==> src/hw/rtl/bfp_pkg.sv <==
package bfp_pkg;

   // Field limits of the packer.
   localparam int MAX_FIELD_BITS = 32;
   localparam int FIELD_LIMIT    = (MAX_FIELD_BITS < 32) ? MAX_FIELD_BITS : 32;

   // Widths of the item fields and of the internal datapath.
   localparam int VALUE_W = 32;
   localparam int WIDTH_W = 6;
   localparam int BYTE_W  = 8;
   localparam int HAVE_W  = 3;
   localparam int ACC_W   = 40;
   localparam int CNT_W   = 6;

   // Configuration port.
   localparam int CSR_ADDR_W = 3;
   localparam int CSR_DATA_W = 32;
   localparam logic REG_BIT_ORDER = 1'b0;

   // Item kinds carried on tuser.
   localparam logic MODE_APPEND = 1'b0;
   localparam logic MODE_ALIGN  = 1'b1;

   // Bit order codes.
   localparam logic ORDER_MSB = 1'b0;
   localparam logic ORDER_LSB = 1'b1;

   // Mask of the low n bits of a field value; n at or above the field width gives all ones.
   function automatic logic [VALUE_W-1:0] field_mask(input logic [WIDTH_W-1:0] n);
      logic [VALUE_W:0] m;
      m = ({{VALUE_W{1'b0}}, 1'b1} << n) - {{VALUE_W{1'b0}}, 1'b1};
      return m[VALUE_W-1:0];
   endfunction

   // Mask of the low n bits of a byte.
   function automatic logic [BYTE_W-1:0] byte_mask(input logic [CNT_W-1:0] n);
      logic [BYTE_W:0] m;
      m = ({{BYTE_W{1'b0}}, 1'b1} << n) - {{BYTE_W{1'b0}}, 1'b1};
      return m[BYTE_W-1:0];
   endfunction

endpackage

==> src/hw/rtl/bit_field_packer_core.sv <==
// Variable-length bit packer.
// Input words arrive on req_*: tuser selects append (0) or align (1), tdata
// carries the field value and the number of bits to append (widths above 32
// count as 32). Packed bytes leave on rsp_*, one byte per word, with tlast on
// the final byte of an input word. A word that completes no byte produces nothing.
// The bit order (most or least significant bit first) is set through the
// csr_* register port and should only change while the block is idle.
// Operation: an accepted word that completes a byte loads the accumulator; the
// shared byte shifter then extracts the completed bytes one at a time, at most
// four per word, waiting while the output register holds an untaken byte.
// req_tready is high only while no byte extraction is in progress.
// The output register holds a byte while rsp_tready is low; extraction and
// req_tready wait for it, while an idle block may still take a new word.
// Reset clears the pending bits, the bit order (most significant first) and
// the output valid flag.
module bit_field_packer_core (
   input  logic                           clock,
   input  logic                           reset,
   // tuser: mode
   input  logic                           req_tvalid,
   output logic                           req_tready,
   // tdata: field_value [31:0], field_width [37:32], zero [39:38]
   input  logic [39:0]                    req_tdata,
   input  logic                           req_tuser,
   output logic                           rsp_tvalid,
   input  logic                           rsp_tready,
   // tdata: out_byte [7:0]
   output logic [7:0]                     rsp_tdata,
   output logic                           rsp_tlast,
   input  logic                           csr_psel,
   input  logic                           csr_penable,
   input  logic                           csr_pwrite,
   input  logic [bfp_pkg::CSR_ADDR_W-1:0] csr_paddr,
   input  logic [bfp_pkg::CSR_DATA_W-1:0] csr_pwdata,
   output logic [bfp_pkg::CSR_DATA_W-1:0] csr_prdata,
   output logic                           csr_pready
);
   import bfp_pkg::*;

   localparam logic STATE_IDLE = 1'b0;
   localparam logic STATE_RUN  = 1'b1;

   logic                 state_ff, state_in;
   logic [ACC_W-1:0]     acc_ff, acc_in;
   logic [CNT_W-1:0]     total_ff, total_in;
   logic                 order_ff, order_in;
   logic [BYTE_W-1:0]    pending_ff, pending_in;
   logic [HAVE_W-1:0]    have_ff, have_in;
   logic                 rsp_valid_ff, rsp_valid_in;
   logic [BYTE_W-1:0]    rsp_byte_ff, rsp_byte_in;
   logic                 rsp_last_ff, rsp_last_in;

   logic                 bit_order;
   logic                 req_fire;
   logic                 out_free;
   logic                 emit;
   logic [VALUE_W-1:0]   field_value;
   logic [WIDTH_W-1:0]   field_width;
   logic [WIDTH_W-1:0]   width_sat;
   logic [VALUE_W-1:0]   value_m;
   logic [BYTE_W-1:0]    pend_m;
   logic [3:0]           free_cnt;
   logic [BYTE_W-1:0]    align_byte;
   logic [ACC_W-1:0]     acc_load;
   logic [CNT_W-1:0]     total_load;
   logic [CNT_W-1:0]     total_next;
   logic [ACC_W-1:0]     acc_next;
   logic [CNT_W-1:0]     shift_off;
   logic [BYTE_W-1:0]    shift_byte;

   // Configuration registers.
   bfp_csr u_csr (
      .clock       (clock),
      .reset       (reset),
      .csr_psel    (csr_psel),
      .csr_penable (csr_penable),
      .csr_pwrite  (csr_pwrite),
      .csr_paddr   (csr_paddr),
      .csr_pwdata  (csr_pwdata),
      .csr_prdata  (csr_prdata),
      .csr_pready  (csr_pready),
      .bit_order   (bit_order)
   );

   // Shared byte extraction unit.
   bfp_byte_shifter u_shifter (
      .acc      (acc_ff),
      .offset   (shift_off),
      .byte_out (shift_byte)
   );

   assign req_tready  = (state_ff == STATE_IDLE);
   assign req_fire    = req_tvalid & req_tready;
   assign out_free    = ~rsp_valid_ff | rsp_tready;
   assign emit        = (state_ff == STATE_RUN) & out_free;
   assign field_value = req_tdata[VALUE_W-1:0];
   assign field_width = req_tdata[VALUE_W+WIDTH_W-1:VALUE_W];

   // Accumulator load for a new word.
   always_comb begin
      width_sat  = (field_width > WIDTH_W'(FIELD_LIMIT)) ? WIDTH_W'(FIELD_LIMIT) : field_width;
      value_m    = field_value & field_mask(width_sat);
      pend_m     = pending_ff & byte_mask({{(CNT_W-HAVE_W){1'b0}}, have_ff});
      free_cnt   = 4'd8 - {1'b0, have_ff};
      align_byte = (bit_order == ORDER_MSB) ? (pend_m << free_cnt) : pend_m;
      if (req_tuser == MODE_ALIGN) begin
         acc_load   = {{(ACC_W-BYTE_W){1'b0}}, align_byte};
         total_load = (have_ff != '0) ? CNT_W'(BYTE_W) : '0;
      end else begin
         if (bit_order == ORDER_MSB) begin
            acc_load = ({{(ACC_W-BYTE_W){1'b0}}, pend_m} << width_sat)
                     | {{(ACC_W-VALUE_W){1'b0}}, value_m};
         end else begin
            acc_load = {{(ACC_W-BYTE_W){1'b0}}, pend_m}
                     | ({{(ACC_W-VALUE_W){1'b0}}, value_m} << have_ff);
         end
         total_load = {{(CNT_W-HAVE_W){1'b0}}, have_ff} + width_sat;
      end
   end

   // One byte per step: most significant first reads below the top bit,
   // least significant first reads the bottom byte and shifts it out.
   always_comb begin
      total_next = total_ff - CNT_W'(BYTE_W);
      shift_off  = (order_ff == ORDER_MSB) ? total_next : '0;
      acc_next   = (order_ff == ORDER_MSB) ? acc_ff : (acc_ff >> BYTE_W);
   end

   // Sequencer.
   always_comb begin
      state_in     = state_ff;
      acc_in       = acc_ff;
      total_in     = total_ff;
      order_in     = order_ff;
      pending_in   = pending_ff;
      have_in      = have_ff;
      rsp_valid_in = rsp_valid_ff & ~rsp_tready;
      rsp_byte_in  = rsp_byte_ff;
      rsp_last_in  = rsp_last_ff;
      if (req_fire) begin
         if (total_load >= CNT_W'(BYTE_W)) begin
            state_in = STATE_RUN;
            acc_in   = acc_load;
            total_in = total_load;
            order_in = bit_order;
         end else begin
            pending_in = acc_load[BYTE_W-1:0] & byte_mask(total_load);
            have_in    = total_load[HAVE_W-1:0];
         end
      end
      if (emit) begin
         rsp_valid_in = 1'b1;
         rsp_byte_in  = shift_byte;
         rsp_last_in  = (total_next < CNT_W'(BYTE_W));
         acc_in       = acc_next;
         total_in     = total_next;
         if (total_next < CNT_W'(BYTE_W)) begin
            state_in   = STATE_IDLE;
            pending_in = acc_next[BYTE_W-1:0] & byte_mask(total_next);
            have_in    = total_next[HAVE_W-1:0];
         end
      end
   end

   always_ff @(posedge clock) begin
      if (reset) begin
         state_ff     <= STATE_IDLE;
         total_ff     <= '0;
         order_ff     <= ORDER_MSB;
         pending_ff   <= '0;
         have_ff      <= '0;
         rsp_valid_ff <= 1'b0;
      end else begin
         state_ff     <= state_in;
         total_ff     <= total_in;
         order_ff     <= order_in;
         pending_ff   <= pending_in;
         have_ff      <= have_in;
         rsp_valid_ff <= rsp_valid_in;
      end
   end

   // Payload registers.
   always_ff @(posedge clock) begin
      acc_ff      <= acc_in;
      rsp_byte_ff <= rsp_byte_in;
      rsp_last_ff <= rsp_last_in;
   end

   assign rsp_tvalid = rsp_valid_ff;
   assign rsp_tdata  = rsp_byte_ff;
   assign rsp_tlast  = rsp_last_ff;

   // Extraction only runs with at least one whole byte in the accumulator.
   assert property (@(posedge clock) disable iff (reset)
      (state_ff == STATE_RUN) |-> (total_ff >= CNT_W'(BYTE_W)))
      else $error("byte extraction with fewer than eight bits left");

   // The final byte of a word returns the sequencer to idle.
   assert property (@(posedge clock) disable iff (reset)
      (emit && rsp_last_in) |=> (state_ff == STATE_IDLE))
      else $error("sequencer did not return to idle after the final byte");

   // A held output byte stays valid and unchanged while rsp_tready is low.
   assert property (@(posedge clock) disable iff (reset)
      (rsp_tvalid && !rsp_tready) |=> (rsp_tvalid && $stable(rsp_tdata)
         && $stable(rsp_tlast)))
      else $error("held output byte was overwritten");

   // A non-final byte is always followed by further extraction.
   assert property (@(posedge clock) disable iff (reset)
      (emit && !rsp_last_in) |=> (state_ff == STATE_RUN))
      else $error("word ended without a final byte");

endmodule

==> src/hw/rtl/bfp_byte_shifter.sv <==
module bfp_byte_shifter (
   input  logic [bfp_pkg::ACC_W-1:0]  acc,
   input  logic [bfp_pkg::CNT_W-1:0]  offset,
   output logic [bfp_pkg::BYTE_W-1:0] byte_out
);
   import bfp_pkg::*;

   logic [ACC_W-1:0] shifted;

   // Shared right shifter that picks one byte out of the accumulator.
   always_comb begin
      shifted  = acc >> offset;
      byte_out = shifted[BYTE_W-1:0];
   end

endmodule

==> src/hw/rtl/bfp_csr.sv <==
module bfp_csr (
   input  logic                           clock,
   input  logic                           reset,
   input  logic                           csr_psel,
   input  logic                           csr_penable,
   input  logic                           csr_pwrite,
   input  logic [bfp_pkg::CSR_ADDR_W-1:0] csr_paddr,
   input  logic [bfp_pkg::CSR_DATA_W-1:0] csr_pwdata,
   output logic [bfp_pkg::CSR_DATA_W-1:0] csr_prdata,
   output logic                           csr_pready,
   output logic                           bit_order
);
   import bfp_pkg::*;

   logic bit_order_ff;
   logic bit_order_in;
   logic wr_en;

   assign csr_pready = 1'b1;
   assign wr_en      = csr_psel & csr_penable & csr_pwrite & csr_pready;

   // Register write decode; the word index is the address divided by four.
   always_comb begin
      bit_order_in = bit_order_ff;
      if (wr_en && (csr_paddr[2] == REG_BIT_ORDER)) begin
         bit_order_in = csr_pwdata[0];
      end
   end

   always_ff @(posedge clock) begin
      if (reset) begin
         bit_order_ff <= ORDER_MSB;
      end else begin
         bit_order_ff <= bit_order_in;
      end
   end

   // Read back.
   always_comb begin
      csr_prdata = '0;
      if (csr_paddr[2] == REG_BIT_ORDER) begin
         csr_prdata = {{(CSR_DATA_W-1){1'b0}}, bit_order_ff};
      end
   end

   assign bit_order = bit_order_ff;

endmodule

==> config.mk <==
export PLATFORM = sky130hd
export DESIGN_NAME = bit_field_packer_core
export DESIGN_NICKNAME = d
export VERILOG_FILES = /design/src/hw/rtl/bfp_pkg.sv /design/src/hw/rtl/bit_field_packer_core.sv /design/src/hw/rtl/bfp_byte_shifter.sv /design/src/hw/rtl/bfp_csr.sv
export SDC_FILE = /design/constraint.sdc
export NUM_CORES = 1
export LEC_CHECK = 0
export ABC_AREA = 1
export BUFFER_PORTS_ARGS = -buffer_cell sky130_fd_sc_hd__buf_2
export CAP_MARGIN = 20
export CORE_MARGIN = 4
export CORE_UTILIZATION = 55
export CTS_BUF_LIST = sky130_fd_sc_hd__clkbuf_2 sky130_fd_sc_hd__clkbuf_4 sky130_fd_sc_hd__clkbuf_8
export DETAILED_ROUTE_END_ITERATION = 8
export PLACE_DENSITY = 0.77
export SLEW_MARGIN = 40
export SYNTH_ARGS = -nofsm -noshare
export SYNTH_HDL_FRONTEND = slang
export SYNTH_HIERARCHICAL = 1
export SYNTH_SLANG_ARGS = --single-unit
==> constraint.sdc <==
create_clock -name clock -period 10.1 [get_ports clock]
set_clock_uncertainty 0.2 [all_clocks]
set_input_delay 2.02 -clock clock [delete_from_list [all_inputs] [get_ports clock]]
set_output_delay 2.02 -clock clock [all_outputs]
set_load 0.005 [all_outputs]
After elaboration in Yosys (flattened, before gate mapping)
Index checks and enable logic that the tools add are counted.

word-level totals
  output and inout port bits = 44
  memories kept = 0
  input bits = 83
  RAM bits = 0
  bits in latches = 0
  ROM bits = 0
  register bits after elaboration = 70

operators by class
  add/subtract/negate cells = 7
  bitwise gates (word level) = 16
  order comparisons = 3
  shifts and indexed selects = 8
  multiply operators = 0
  multiplexer cells = 28
  reductions and logical operators = 7
  eq/ne operators = 1
  divide/modulo/power cells = 0

operators with widths
  kind                                                         count
  two-way mux 40 bit                                           6
  two-way mux 8 bit                                            5
  bitwise OR 40 x 32 -> 40 bit                                 1
  bitwise OR 8 x 40 -> 40 bit                                  1
  << shifter 32 x 3 -> 40 bit                                  1
  << shifter 8 x 6 -> 40 bit                                   1
  >> shifter 40 x 6 -> 8 bit                                   1
  two-way mux 6 bit                                            6
  bitwise AND 32 bit                                           1
  << shifter 1 x 6 -> 32 bit (first input constant)            1
  subtractor 32 x 1 -> 32 bit (second input constant)          1
  bitwise AND 8 bit                                            3
  subtractor 8 x 1 -> 8 bit (second input constant)            3
  << shifter 1 x 6 -> 8 bit (first input constant)             2
  two-way mux 3 bit                                            4
  << shifter 1 x 3 -> 8 bit (first input constant)             1
  << shifter 8 x 4 -> 8 bit                                    1
  adder 3 x 6 -> 6 bit                                         1
  >= comparator 6 x 4 -> 1 bit (second input constant)         1
  greater-than comparator 6 bit (second input constant)        1
  less-than comparator 6 x 4 -> 1 bit (second input constant)  1
  two-way mux 1 bit                                            6
  subtractor 6 x 4 -> 6 bit (second input constant)            1
  bitwise AND 1 bit                                            5
  10 further kinds                                             15

Logic depth before layout (Yosys ltp)
  word-level depth = 14
  depth in mapped cells = 23
  gate-level depth less buffers = 22

Cells and area by module
The synthesis kept the hierarchy.

by module, submodules not included
  module                 times used  area an instance (µm²)  seq. area each (µm²)  cells each
  bit_field_packer_core  1           7233.2                  1871.8                1212
  bfp_byte_shifter       1           1620.3                  0.0                   368
  bfp_csr                1           317.8                   20.0                  47

Least setup slack after synthesis
Ideal clock, no wire load.

  path kind = in2reg
  start point = input req_tdata[37]
  end point = register acc_ff[10] (enable)
  buffers on the path = 1
  data arrival time = 4529 ps
  slack = 4713 ps
  stages on the path = 15
  path through = inv_2 -> nand2_2 -> nor2_1 -> nor2_1 -> ha_1 -> or2_1 -> nand4_1 -> nand3_1 -> nand3_1 -> nand2_1 -> inv_2 -> nand2_1 -> nand2_1 -> buf_2 -> o21ai_0

between the ends
  cells in the longest elaborated chain, start to end = 7

ends and longest elaborated chain
  element                                   RTL line                      RTL
  from (decl)                               bit_field_packer_core.sv:23   input logic [39:0] req_tdata,
  greater-than comparator 6 bit             bit_field_packer_core.sv:101  width_sat = (field_width > WIDTH_W'(FIELD_LIMIT)) ? WIDTH_W'(FIELD_LIMIT) : field_width;
  two-way mux 6 bit (*)                     bit_field_packer_core.sv:101
  adder 3 x 6 -> 6 bit (*)                  bit_field_packer_core.sv:117  total_load = {{(CNT_W-HAVE_W){1'b0}}, have_ff} + width_sat;
  two-way mux 6 bit (*)                     bit_field_packer_core.sv:106  if (req_tuser == MODE_ALIGN) begin
  >= comparator 6 x 4 -> 1 bit (*)          bit_field_packer_core.sv:141  if (total_load >= CNT_W'(BYTE_W)) begin
  nonzero test 2 bit (no source line) (*)   --
  AND reduction 3 bit (no source line) (*)  --
  to (signal assigned)                      bit_field_packer_core.sv:185  acc_ff <= acc_in;
  to (decl)                                 bit_field_packer_core.sv:44   logic [ACC_W-1:0] acc_ff, acc_in;

Mark *: on every way between the ends. The rest lies on a longest branch, timed or not.
A chain may end at the register's enable or synchronous reset.

Worst setup path in the final report
  start point = input req_tdata[37]
  end point = register acc_ff[31], data pin

between the ends
  cells in the longest elaborated chain, start to end = 12

ends and longest elaborated chain
  element                        RTL line                      RTL
  greater-than comparator 6 bit  bit_field_packer_core.sv:101
  two-way mux 6 bit (*)          bit_field_packer_core.sv:101
  << shifter 1 x 6 -> 32 bit     bfp_pkg.sv:31                 m = ({{VALUE_W{1'b0}}, 1'b1} << n) - {{VALUE_W{1'b0}}, 1'b1};
  subtractor 32 x 1 -> 32 bit    bfp_pkg.sv:31
  bitwise AND 32 bit             bit_field_packer_core.sv:102  value_m = field_value & field_mask(width_sat);
  << shifter 32 x 3 -> 40 bit    bit_field_packer_core.sv:115  | ({{(ACC_W-VALUE_W){1'b0}}, value_m} << have_ff);
  bitwise OR 8 x 40 -> 40 bit    bit_field_packer_core.sv:115
  two-way mux 40 bit (*)         bit_field_packer_core.sv:110  if (bit_order == ORDER_MSB) begin
  two-way mux 40 bit (*)         bit_field_packer_core.sv:106
  two-way mux 40 bit (*)         bit_field_packer_core.sv:141
  two-way mux 40 bit (*)         bit_field_packer_core.sv:140  if (req_fire) begin
  two-way mux 40 bit (*)         bit_field_packer_core.sv:151  if (emit) begin
  via acc_in[31]                 bit_field_packer_core.sv:44

Mark *: on every way through the listed nets, which the timed path passes. The rest lies on a longest branch. The select of a mux whose other input is x is not followed.

==> results.md <==
- Syn. warnings: 6
- Worst hold-check path type: flop to flop
- Total grt overflow: 0
- Core area: 16,100 um2
- Num CTS Buffers: 9
- TritonRoute pass-1 iters: 8
- Peak supply drop: between 0.05 and 0.06 mV
- Largest net degree at the start of global routing: 46
- P_sw: 0.492 mW
- Power per Cell Area: 117 nW/um2
- Cells after DPL: 1,827
- DRC Markers: 0
- Clock Tree Root: clkbuf_8
- Via Count: between 10,000 and 15,000
- Number of global-route vias before repair: 9,827
- Synth area leader: nand2_1
- Die width: 137 um
- Min Tclk post-route: 5320 ps
- Maxcap violations: 0
- Fillers: 1,736
- Req. time, crit path: 10,020 ps
- Final Hold Viols: 0
- Standard-cell row count: between 40 and 50
- Status: complete, no violations
- Non-filler cells, final: ~1,800
- NumNets Final: ~1,700
- Hold-fix buffer count after cts: 0
- Routability cong.: 1.05
- Achievable Freq: 0.188 GHz
- Number of I/O pins: 127
- Die area: 18,800 um2
- Clk sinks: 70
- Ant diodes: 0
- Post-Synthesis Cells: about 1,600
- Dpl ws: 4460 ps
- Register area: 1890 um2
- Synth top area share: 23.6%
- P_int: 0.622 mW
- Leakage: between 4 and 5 nW
- Synth cell count leaders: 577 x nand2_1, 310 x nand3_1, 116 x nor2_1
- Endpoint type of the worst setup path: flop
- Final period util: 52.7%
- Area after DPL: just over 9000 um2
- Max H-tree Level: 3
- WHS: 290 ps
- Port-buffer cells: a little under 60
- Via density: 6.04
- Top FF cell, synth: edfxtp_1
- Number of flops mapped to enable cells by yosys: 49
- Gr usage total: 33.0%
- Layout overhead on the synthesized area: 4.09%
- Mapped cell area: around 9000 um2
- Synth area leaders: nand2_1 24%, nand3_1 17%, edfxtp_1 16%
- Post-DP HPWL: between 20 and 25 mm
- Critical path type: primary input to flop
- DR iter-0 viols: 1,870
- Clock power share: 20.4%
- Worst-Margin Slew: about 800 ps
- Unrepaired setup endpoints after global routing: false
- Clock buffer depth: 2
- Fin. max-slew vios: 0
- Initial Utilization: 56.9%
- Footprint of the multi-input gates: 6320 um2
- Power share of the combinational group: a little under half
- Drt wl/cell: 16.7 um
- Clock transition at path regs: 80 ps
- Fin area: 9550 um2
- Setup TNS: 0 ps
- Layout cells sized above 1: 9.16%
- Seq/Total Area, Yosys: 20.6%
- Die Y: 137 um
- Most common cell in the netlist: nand2_1
- TritonCTS clock tree: done
- Register bit total from synthesis: 70
- Critical Path Fanout Max: 14
- CP startpoint kind: primary input
- Worst-skew pair later-pin latency: 360 ps
- Initial antenna violation count: 0
- Synth cell types: 57
- First-pass GRT wire length: 49.6 mm
- ANT nets after route: 0
- Final Setup Violations: 0
- Post-CTS Resized: 0
- Sequential power share: about 34%
- Slew HR: 46.4%
- Final wirelength: ~30 mm
- Critical path arrival: 5240 ps
- Setup Buffers After CTS: 0
- Syn Area/Cell: 5.64 um2
- Share of flip-flops with an asynchronous set or reset: 0%
- Net Sw Frac: 44.2%
- Final worst slack: 4780 ps
-- power groups by stage --
stage          logic, mW  clock network (mW)  registers, mW
2_1_floorplan      0.381                   0          0.376
3_3_place_gp       0.484                   0          0.387
3_5_place_dp       0.490                   0          0.387
4_1_cts            0.492               0.228          0.381
5_1_grt            0.565               0.242          0.385
6_report           0.505               0.227          0.382
-- kinds of logic (layout without fill, tap and decap cells) --
logic type	Yosys count	after routing	synth area share, %
flops	70	70	20.6
fa+ha+maj	11	11	1.50
simple gates	1122	1122	53.8
other cells	2	32	0.0819
mux	9	9	0.982
compound gates	164	164	10.5
xor+xnor	5	5	0.478
buf+inv	244	214	12.0
-- through the flow --
stage,utilization (%),power (mW)
6_report,59.2,1.11
5_1_grt,59.2,1.19
4_1_cts,59.2,1.10
3_5_place_dp,58.0,0.877
3_3_place_gp,57.9,0.872
2_1_floorplan,-,0.757
-- layer usage --
metal | wire length [um] | track usage, % | up-vias
li1 | - | - | 5374
met1 | 13000 | 46.0 | 4985
met2 | 13600 | 51.8 | 664
met3 | 3000 | 3.75 | 104
met4 | 1200 | 13.4 | 0
met5 | 0 | 0 | -
-- worst paths after layout --
check | start | to | slack, ps | cells past startpoint
worst max-delay path | req_tdata[37] | acc_ff[31]$_DFFE_PP_ | 4780 | 23
worst min-delay path | state_ff$_SDFF_PP0_ | state_ff$_SDFF_PP0_ | 290 | 2
worst max register to register | have_ff[2]$_SDFF_PP0_ | acc_ff[25]$_DFFE_PP_ | 5860 | 19
worst min register to register | state_ff$_SDFF_PP0_ | state_ff$_SDFF_PP0_ | 290 | 2
-- worst max-delay path, cell delays in order --
cell and delay, ps:
buf_2 310, inv_2 180, nand2_1 350, inv_2 200, nand2_1 100, nor2_1 90, nand2_1 110, ha_1 200
nand3_1 160, inv_2 100, nand2_2 100, nor2_8 160, nand2_4 90, nor2_4 190, nand2_2 100, nor2_1 90
nand2_1 70, nand3_2 130, nand2_1 90, nand3_1 120, nand3_1 80, nand3b_1 130, nand2_1 60
-- sequential cells by signal, summed over array words and instances, names as in the netlist --
name and cells:
pending_ff 8, rsp_tlast 1, u_csr/bit_order 1, state_ff 1
total_ff 6, rsp_tdata 8, rsp_tvalid 1, acc_ff 40
have_ff 3, order_ff 1
-- layout by cell type (no fill, tap or decap), types with 5 or more instances in the layout --
master / instances
edfxtp_1: 49
o21ai_1: 5
nand3_1: 310
o21ai_0: 66
nand4_1: 54
nor2_1: 110
clkinv_1: 7
inv_2: 14
a31oi_1: 13
nor3_1: 17
or2_2: 7
nor2_2: 13
a21oi_1: 39
clkbuf_8: 9
buf_4: 15
mux2i_1: 9
nand2_2: 8
nand2_1: 577
conb_1: 32
dfxtp_1: 21
ha_1: 11
buf_2: 59
o211ai_1: 9
inv_1: 102
nand3b_1: 5
-- area by class of cell --
type                       count  share of cell area (%)
multi-input combinational   1343                    66.2
sequential                    70                    19.8
inverter                     124                    4.89
timing repair buffer          74                    4.27
tap                          216                    2.83
clock buffer                  10                    1.38
clock inverter                 6                   0.655
No activity file was read; power rests on OpenSTA's default activity.
